**src/design/btr_pkg.sv**
```systemverilog
// Shared types and constants of the broadcast transport reassembler.
// Used by btr_front, btr_back and bam_transport_reassembler; depends on nothing.
package btr_pkg;

   localparam int unsigned MAX_MESSAGE_BYTES = 512;
   localparam int unsigned SOURCE_COUNT      = 256;
   localparam int unsigned WORDS_PER_SESSION = (MAX_MESSAGE_BYTES + 7) / 8;
   localparam int unsigned WIDX_W            = $clog2(WORDS_PER_SESSION);
   localparam int unsigned QUEUE_DEPTH       = 2;

   localparam logic [17:0] GRP_ANNOUNCE     = 18'h0EC00;
   localparam logic [17:0] GRP_DATA         = 18'h0EB00;
   localparam logic [7:0]  CTRL_BAM         = 8'h20;
   localparam logic [3:0]  MIN_FRAME_LENGTH = 4'd8;

   // Work kinds passed from the front end to the back end.
   localparam logic [1:0] KIND_ANNOUNCE = 2'd0;
   localparam logic [1:0] KIND_DATA     = 2'd1;
   localparam logic [1:0] KIND_KILL     = 2'd2;
   localparam logic [1:0] KIND_EXPIRE   = 2'd3;

   typedef struct packed {
      logic [1:0]  kind;
      logic [7:0]  sa;
      logic [7:0]  da;
      logic [63:0] payload;
      logic [63:0] time_us;
   } cmd_type;

   typedef struct packed {
      logic        valid;
      cmd_type     head;
   } queue_out_type;

   typedef struct packed {
      logic [9:0]  total;
      logic [7:0]  packets;
      logic [23:0] grp;
      logic [7:0]  dest;
      logic [7:0]  received;
   } meta_type;

endpackage

```
**src/design/btr_front.sv**
```systemverilog
// Front end: accepts words, classifies them and queues the useful ones.
// Depends on btr_pkg.
module btr_front
   import btr_pkg::*;
(
   input  logic          clock,
   input  logic          reset,
   input  logic          start,
   output logic          busy,
   input  logic          req_command,
   input  logic [17:0]   req_group_number,
   input  logic [7:0]    req_source_addr,
   input  logic [7:0]    req_dest_addr,
   input  logic [63:0]   req_payload,
   input  logic [3:0]    req_frame_length,
   input  logic [63:0]   req_time_us,
   output queue_out_type q_out,
   input  logic          q_pop
);

   cmd_type     fifo_ff [QUEUE_DEPTH];
   logic        wr_ptr_ff, wr_ptr_in;
   logic        rd_ptr_ff, rd_ptr_in;
   logic [1:0]  count_ff, count_in;
   cmd_type     item;
   logic        keep;
   logic        push;

   always_comb begin
      item.kind    = KIND_DATA;
      item.sa      = req_source_addr;
      item.da      = req_dest_addr;
      item.payload = req_payload;
      item.time_us = req_time_us;
      keep         = 1'b0;
      if (req_command) begin
         item.kind = KIND_EXPIRE;
         keep      = 1'b1;
      end else if (req_frame_length >= MIN_FRAME_LENGTH &&
                   {1'b0, req_source_addr} < 9'(SOURCE_COUNT)) begin
         if (req_group_number == GRP_ANNOUNCE && req_payload[7:0] == CTRL_BAM) begin
            keep      = 1'b1;
            item.kind = (req_payload[23:8] > 16'(MAX_MESSAGE_BYTES)) ? KIND_KILL
                                                                     : KIND_ANNOUNCE;
         end else if (req_group_number == GRP_DATA) begin
            keep = 1'b1;
         end
      end
   end

   assign busy        = (count_ff == 2'(QUEUE_DEPTH));
   assign push        = start && !busy && keep;
   assign q_out.valid = (count_ff != 2'd0);
   assign q_out.head  = fifo_ff[rd_ptr_ff];

   always_comb begin
      wr_ptr_in = push ? ~wr_ptr_ff : wr_ptr_ff;
      rd_ptr_in = q_pop ? ~rd_ptr_ff : rd_ptr_ff;
      count_in  = count_ff + 2'(push) - 2'(q_pop);
   end

   always_ff @(posedge clock) begin
      if (reset) begin
         wr_ptr_ff <= 1'b0;
         rd_ptr_ff <= 1'b0;
         count_ff  <= 2'd0;
      end else begin
         wr_ptr_ff <= wr_ptr_in;
         rd_ptr_ff <= rd_ptr_in;
         count_ff  <= count_in;
      end
   end

   always_ff @(posedge clock) begin
      if (push) begin
         fifo_ff[wr_ptr_ff] <= item;
      end
   end

endmodule

```
**config.mk**
```make
export PLATFORM = sky130hd
export DESIGN_NAME = btr_front
export DESIGN_NICKNAME = d
export VERILOG_FILES = /design/src/design/btr_pkg.sv /design/src/design/btr_front.sv
export SDC_FILE = /design/constraint.sdc
export NUM_CORES = 1
export LEC_CHECK = 0
export BUFFER_PORTS_ARGS = -buffer_cell sky130_fd_sc_hd__buf_2
export CAP_MARGIN = 10
export CORE_ASPECT_RATIO = 1.25
export CORE_MARGIN = 4
export CORE_UTILIZATION = 49
export CTS_BUF_LIST = sky130_fd_sc_hd__clkbuf_4 sky130_fd_sc_hd__clkbuf_8
export DETAILED_ROUTE_END_ITERATION = 8
export GPL_ROUTABILITY_DRIVEN = 0
export PLACE_DENSITY = 0.76
export SYNTH_ARGS = -nofsm -noshare
export SYNTH_HDL_FRONTEND = slang
export SYNTH_SLANG_ARGS = --single-unit
```
**constraint.sdc**
```tcl
create_clock -name clock -period 11.52 [get_ports clock]
set_input_delay 0.576 -clock clock [delete_from_list [all_inputs] [get_ports clock]]
set_output_delay 0.576 -clock clock [all_outputs]
set_load 0.01 [all_outputs]
```
==> results of run 1 <==
## final timing paths
path                               start                   endpoint  slack, ns  cells past startpoint
setup / recovery     req_group_number[8]   fifo_ff[1][65]$_DFFE_PP_       8.18                      6
hold / removal          req_dest_addr[7]  fifo_ff[1][135]$_DFFE_PP_       0.23                      1
setup reg to reg  count_ff[0]$_SDFF_PP0_   fifo_ff[1][65]$_DFFE_PP_       8.59                      4
hold reg to reg   rd_ptr_ff$_SDFFE_PP0P_     rd_ptr_ff$_SDFFE_PP0P_       0.52                      2
## through the flow
stage               total power [mW]  hold slack [ns]  setup WS [ns]  cells
finish                          2.41            0.230           8.18   1173
global route                    2.53            0.192           7.81   1173
CTS                             2.44            0.191           8.14   1167
detailed placement              1.62            0.513           7.57   1088
global placement                1.61            0.497           7.54   1088
floorplan                       1.50            0.480           6.21    505
## routing by layer
metal  up-vias  wire [µm]
li1       2735          -
met1      2898       7810
met2       250      11900
met5         -         41
met3        68       1550
met4         6       1020
## placed cells by master (no fill, tap or decap), drive strengths merged, types with 3 or more instances in the layout
| cell type | Yosys | layout |
|---|---|---|
| buf | 14 | 320 |
| clkbuf | 2 | 62 |
| clkinv | 0 | 15 |
| dfxtp | 5 | 5 |
| diode | 0 | 6 |
| edfxtp | 292 | 292 |
| inv | 3 | 3 |
| mux2 | 146 | 146 |
| nor2 | 4 | 4 |
| nor4 | 3 | 3 |
| nor4b | 3 | 3 |
## power breakdown
| part | switching, mW | total, mW | leakage, nW | internal (mW) |
|---|---|---|---|---|
| registers | 0.0234 | 1.31 | 2.71 | 1.28 |
| clock network | 0.368 | 0.815 | 0.450 | 0.447 |
| logic | 0.159 | 0.289 | 1.92 | 0.130 |
| total | 0.550 | 2.41 | 5.08 | 1.86 |
## sequential cells by signal, indices dropped and copies added, names as in the netlist, named ones only
register	count
fifo_ff	292
count_ff	2
wr_ptr_ff	1
rd_ptr_ff	1
## layout make-up
| cell class | count | share of cell area, % |
|---|---|---|
| inverters | 3 | 0.0823 |
| clock inverters | 17 | 0.731 |
| flip-flops and latches | 297 | 64.8 |
| diodes | 6 | 0.110 |
| clock buffers | 62 | 5.55 |
| well taps | 279 | 2.55 |
| multi-input cells | 189 | 14.4 |
| repair buffers | 320 | 11.8 |
## critical path, stage by stage
cell	delay, ns
buf_2	0.11
nor4b_1	0.39
a31oi_1	0.22
o21ai_0	0.31
and3_4	0.87
buf_4	0.94
## cells by family after synthesis
kind of cell,synth area share (%)
AO/OA/AOI/OAI,0.447
XOR/XNOR,0.241
adder cells (fa/ha/maj),0.229
buffers and inverters,0.814
flip-flops,81.2
multiplexers,15.1
AND/OR/NAND/NOR,1.98
==> metrics, run 1 <==
synth top area cells edfxtp_1, mux2_2, dfxtp_1; Worst Skew about 0.022 ns; met3 usage around 4.8%; Final min period between 3 and 4 ns; area of the multi-input gates slightly below 2000 µm²; first-pass GRT wire length between 30000 and 40000 µm; Slew Limit Fails 0; Initial DRT Pass Iterations 4; Die Y ~170 µm; most heavily used metal layer in global routing met2; grt ovf 0; nature of the critical path endpoint flip-flop; top-count cell post-synth edfxtp_1; initial antenna violation count 9; total track usage 17.6%; DRC viols 0; Tightest Pin Transition ~1.1 ns; via count of the first global-routing pass 6566; pwr dens around 180 nW/µm²; DPL Wire Length ~15000 µm; Post-synth ARST share 0%; layout cells sized above 1 around three fifths; Synth cell types 36; Critical Path RT about 12 ns; vias 5957; nets roughly 1000; H-Tree Depth 2; fmax about 300 MHz; CTS tree yes; CTS buffer count 45; DIE AREA between 20000 and 25000 µm²; post-CTS sizing 0; area share of the leading cell type in the synthesized netlist between 80% and 90%; vias per inst a little over 5; Max Cap Violations 0; Starting DRT DRC Count between 150 and 200; Leakage just over 5 nW; final number of hold-violating endpoints 0; # fillers roughly 1600; pin count of the biggest net entering global routing around 80; Post-Syn Instances 505; drt total wl 22300 µm; fin util a little over three fifths; clock tree sinks around 300; IO Port Bufs 315; Worst slew margin 29.9%; RSZ-0062 raised after global routing false; Area Overhead vs Synth 25.4%; Die Wd 142 µm; dpl cell area 12800 µm²; CTS clk-pin slew, worst paths around 0.060 ns; Max VDD drop 0.140 mV; Most used DFF post-synth edfxtp_1; routed len/inst approximately 19 µm; Netlist Area Pre-Place approximately 11000 µm²; WS Path Type input pin to flip-flop; root buffer cell clkbuf_8; FF+latch area approximately 8900 µm²; worst-skew pair later-pin latency roughly 0.53 ns; Avg Synthesized Cell Area 21.6 µm²; Post-CTS Setup Bufs 0; Seq/Total Area, Yosys between 80% and 90%; Site Rows 60; most instantiated cells after synthesis edfxtp_1, mux2_2, buf_2, dfxtp_1, nor2_1; outcome finished, final reports clean; met2 usage between 30% and 40%; setup TNS 0 ns; Final ANT Viol Nets 0; worst-path fanout max 77; core area 21700 µm²; Starting Density about half; Post-CTS Hold Buffers 0; synth warn 0; GR Layer Usage met1 18.9%; register bit count reported by yosys approximately 300; Hold Crit Class input pin to flip-flop; Tcrit/Tclk final just under 30%; I/O Pins 319; design area 13700 µm²; crit path DAT 3.49 ns; Synth area leader edfxtp_1; EDFF count, synth 292; Critical Path Start Type input pin; CTS max path bufs 3; Setup violations, final 0; Syn Nets 678
Note: power is estimated with default switching activity, not from simulation.
==> run 2, diff against run 1 <==
==> constraint.sdc (replaced) <==
create_clock -name clock -period 3.4 [get_ports clock]
set_input_delay 0.17 -clock clock [delete_from_list [all_inputs] [get_ports clock]]
set_output_delay 0.17 -clock clock [all_outputs]
set_load 0.01 [all_outputs]
==> run 2 against run 1 <==
Non-clock buffer count up 152. Setup slack lost 7.4 ns. Flip-flop and latch count unchanged. Critical path depth is 1 higher. Largest cell class unchanged.
==> metrics, run 2 (synthesis results as in run 1) <==
CTS buffer count 46 (+2.2%); Starting DRT DRC Count 254 (+38%); IO Port Bufs 315 (unchanged); DIE AREA 24700 µm² (unchanged); Slew Limit Fails 0 (unchanged); Final min period 2.58 ns; Hold Crit Endpoint wr_ptr_ff$_SDFFE_PP0P_; Net Sw Frac 22.5% (-0.34 points); worst-path fanout max 22 (-71%); setup TNS 0 ns (unchanged); Tcrit/Tclk final between 70% and 80%; WS Path Type input pin to flip-flop; first-pass GRT wire length 37900 µm (+11%); commonest non-fill, non-tap cell in the layout buf_2; Hold Crit Class input pin to flip-flop; slowest stage delay, CP 0.55 ns (-0.39 ns); core area 21700 µm² (unchanged); critical-path cell list dlygate4sd3_1 -> buf_2 -> nor4_1 -> a31oi_1 -> o21ai_0 -> and3_4 -> buf_4; Reg with most FFs fifo_ff; max FFs per register 292 (unchanged); final number of hold-violating endpoints 0 (unchanged); pwr dens 565 nW/µm² (+220%); CTS tree yes; pre-CTS WS 0.829 ns (-6.75 ns); outcome finished, final reports clean; Worst Skew 0.0122 ns (-0.00977 ns); Post-CTS Setup Bufs 0 (unchanged); vias per inst 5.00 (-1.5%); worst-skew pair later-pin latency 0.52 ns (about the same); Psw 1.95 mW (+260%); CTS clk-pin slew, worst paths 0.06 ns (about the same); combinational share of power 13.4% (+1.4 points); post-CTS sizing 0 (unchanged); Critical Path RT 3.59 ns (-8.08 ns); Worst R2R Setup Slack 1.57 ns (-7.02 ns); Internal 6.73 mW (+260%); largest registers fifo_ff (292), count_ff (2); clock tree sinks 297 (unchanged); H-Tree Depth 2 (unchanged); I/O Pins 319 (unchanged); nature of the critical path endpoint flip-flop; Area Overhead vs Synth 40.9%; Die Y 175 µm (unchanged); slack of the critical path 0.822 ns (-7.35 ns); Max VDD drop 0.386 mV (+170%); routed len/inst 18.7 µm (-1.5%); reg-to-reg startpoint count_ff[0]$_SDFF_PP0_; Worst slew margin 30.0% (+0.095 points); via count of the first global-routing pass 7195 (+9.6%); most frequent cells in the layout buf_2, edfxtp_1, dlygate4sd3_1; drt total wl 24800 µm (+11%); Flop pwr share 50.8% (-3.4 points); Leakage 5.81 nW (+14%); DPL Wire Length 15100 µm (+0.23%); Initial DRT Pass Iterations 4 (unchanged); Setup violations, final 0 (unchanged); RSZ-0062 raised after global routing false; # fillers 1339 (-17%); root buffer cell clkbuf_8; Worst Hold Depth 4 (+3); CTS max path bufs 3 (unchanged); r2r worst-path depth 4 (unchanged); Starting Density 50.3% (unchanged); Critical Path Start Type input pin; initial antenna violation count 3 (-6); Final ANT Viol Nets 0 (unchanged); Tightest Pin Transition 1.02 ns (-0.0279 ns); DRC viols 0 (unchanged); total track usage 19.5% (+1.9 points); clock group share of total power 35.7% (+1.9 points); grt ovf 0 (unchanged); HP Start start; reg2reg end fifo_ff[1][100]$_DFFE_PP_; pin count of the biggest net entering global routing 76 (-2.6%); Die Wd 142 µm (unchanged); Post-CTS Hold Buffers 148 (+148); nets 1182 (+15%); layout cells sized above 1 52.9% (-7.8 points); Site Rows 60 (unchanged); fmax 388 MHz; vias 6630 (+11%); crit path DAT 2.77 ns (-0.72 ns); Max Cap Violations 0 (unchanged); Max stage delay cell, worst path nor4_1
run 2: cell types whose count changed in the layout (fill, tap and decap cells not counted), sizes merged:
cell,previous run,this run
clkinvlp,1,0
buf,320,324
clkinv,15,12
diode,6,3
clkbuf,62,66
bufinv,1,4
dlygate4sd3,0,148
run 2: how the worst max path moves through the flow:
stage / from / endpoint / slack, ns / cells after the start
after floorplan: req_group_number[8] / fifo_ff[1][0]$_DFFE_PP_ / 0.19 / 4
after global placement: req_payload[1] / fifo_ff[1][5]$_DFFE_PP_ / 0.86 / 6
after detailed placement: req_payload[1] / fifo_ff[1][5]$_DFFE_PP_ / 0.83 / 6
after CTS: flip-flop / q_out[62] / 0.82 / 3
after global routing: req_payload[1] / fifo_ff[1][19]$_DFFE_PP_ / 0.62 / 7
final: req_payload[1] / fifo_ff[1][100]$_DFFE_PP_ / 0.82 / 7
run 2: area by class of cell:
type | instances | area [µm²] | share of cell area [%]
Inverter | 3 | 11.3 | 0.0732
Sequential cell | 297 | 8870 | 57.7
Multi-Input combinational cell | 189 | 1970 | 12.8
Clock buffer | 66 | 802 | 5.21
Tap cell | 279 | 349 | 2.27
Clock inverter | 16 | 171 | 1.11
Timing Repair Buffer | 472 | 3200 | 20.8
Antenna cell | 3 | 7.51 | 0.0488
run 2: worst max-delay path, delay by kind of cell:
family                 cells  cell delay [ns]
AO/OA/AOI/OAI              2             0.55
AND/OR/NAND/NOR            2             0.97
buffers and inverters      3             1.05
run 2: per-layer routing:
metal / wire length [µm] / GRT usage [%]
met5: 0 / 0
met4: 1130 / 9.60
met3: 1640 / 4.71
met2: 13300 / 34.9
met1: 8790 / 21.5
run 2: stage by stage:
step | hold WS, ns | utilization, % | cells | power (mW) | area, µm²
6_report | 0.0499 | 70.9 | 1325 | 8.69 | 15400
4_1_cts | 0.000273 | 70.9 | 1322 | 8.76 | 15400
2_1_floorplan | 0.242 | - | 505 | 5.04 | 10900
3_3_place_gp | 0.357 | 59.6 | 1092 | 5.48 | 12900
5_1_grt | 0.0156 | 70.9 | 1325 | 9.06 | 15400
3_5_place_dp | 0.361 | 59.6 | 1092 | 5.52 | 12900
run 2: power by group through the flow:
| stage | logic [mW] | clock network (mW) | registers [mW] |
|---|---|---|---|
| floorplan | 0.573 | 0 | 4.47 |
| global placement | 1.01 | 0 | 4.48 |
| detailed placement | 1.02 | 0 | 4.49 |
| CTS | 1.17 | 3.17 | 4.42 |
| global route | 1.25 | 3.37 | 4.44 |
| finish | 1.17 | 3.10 | 4.42 |
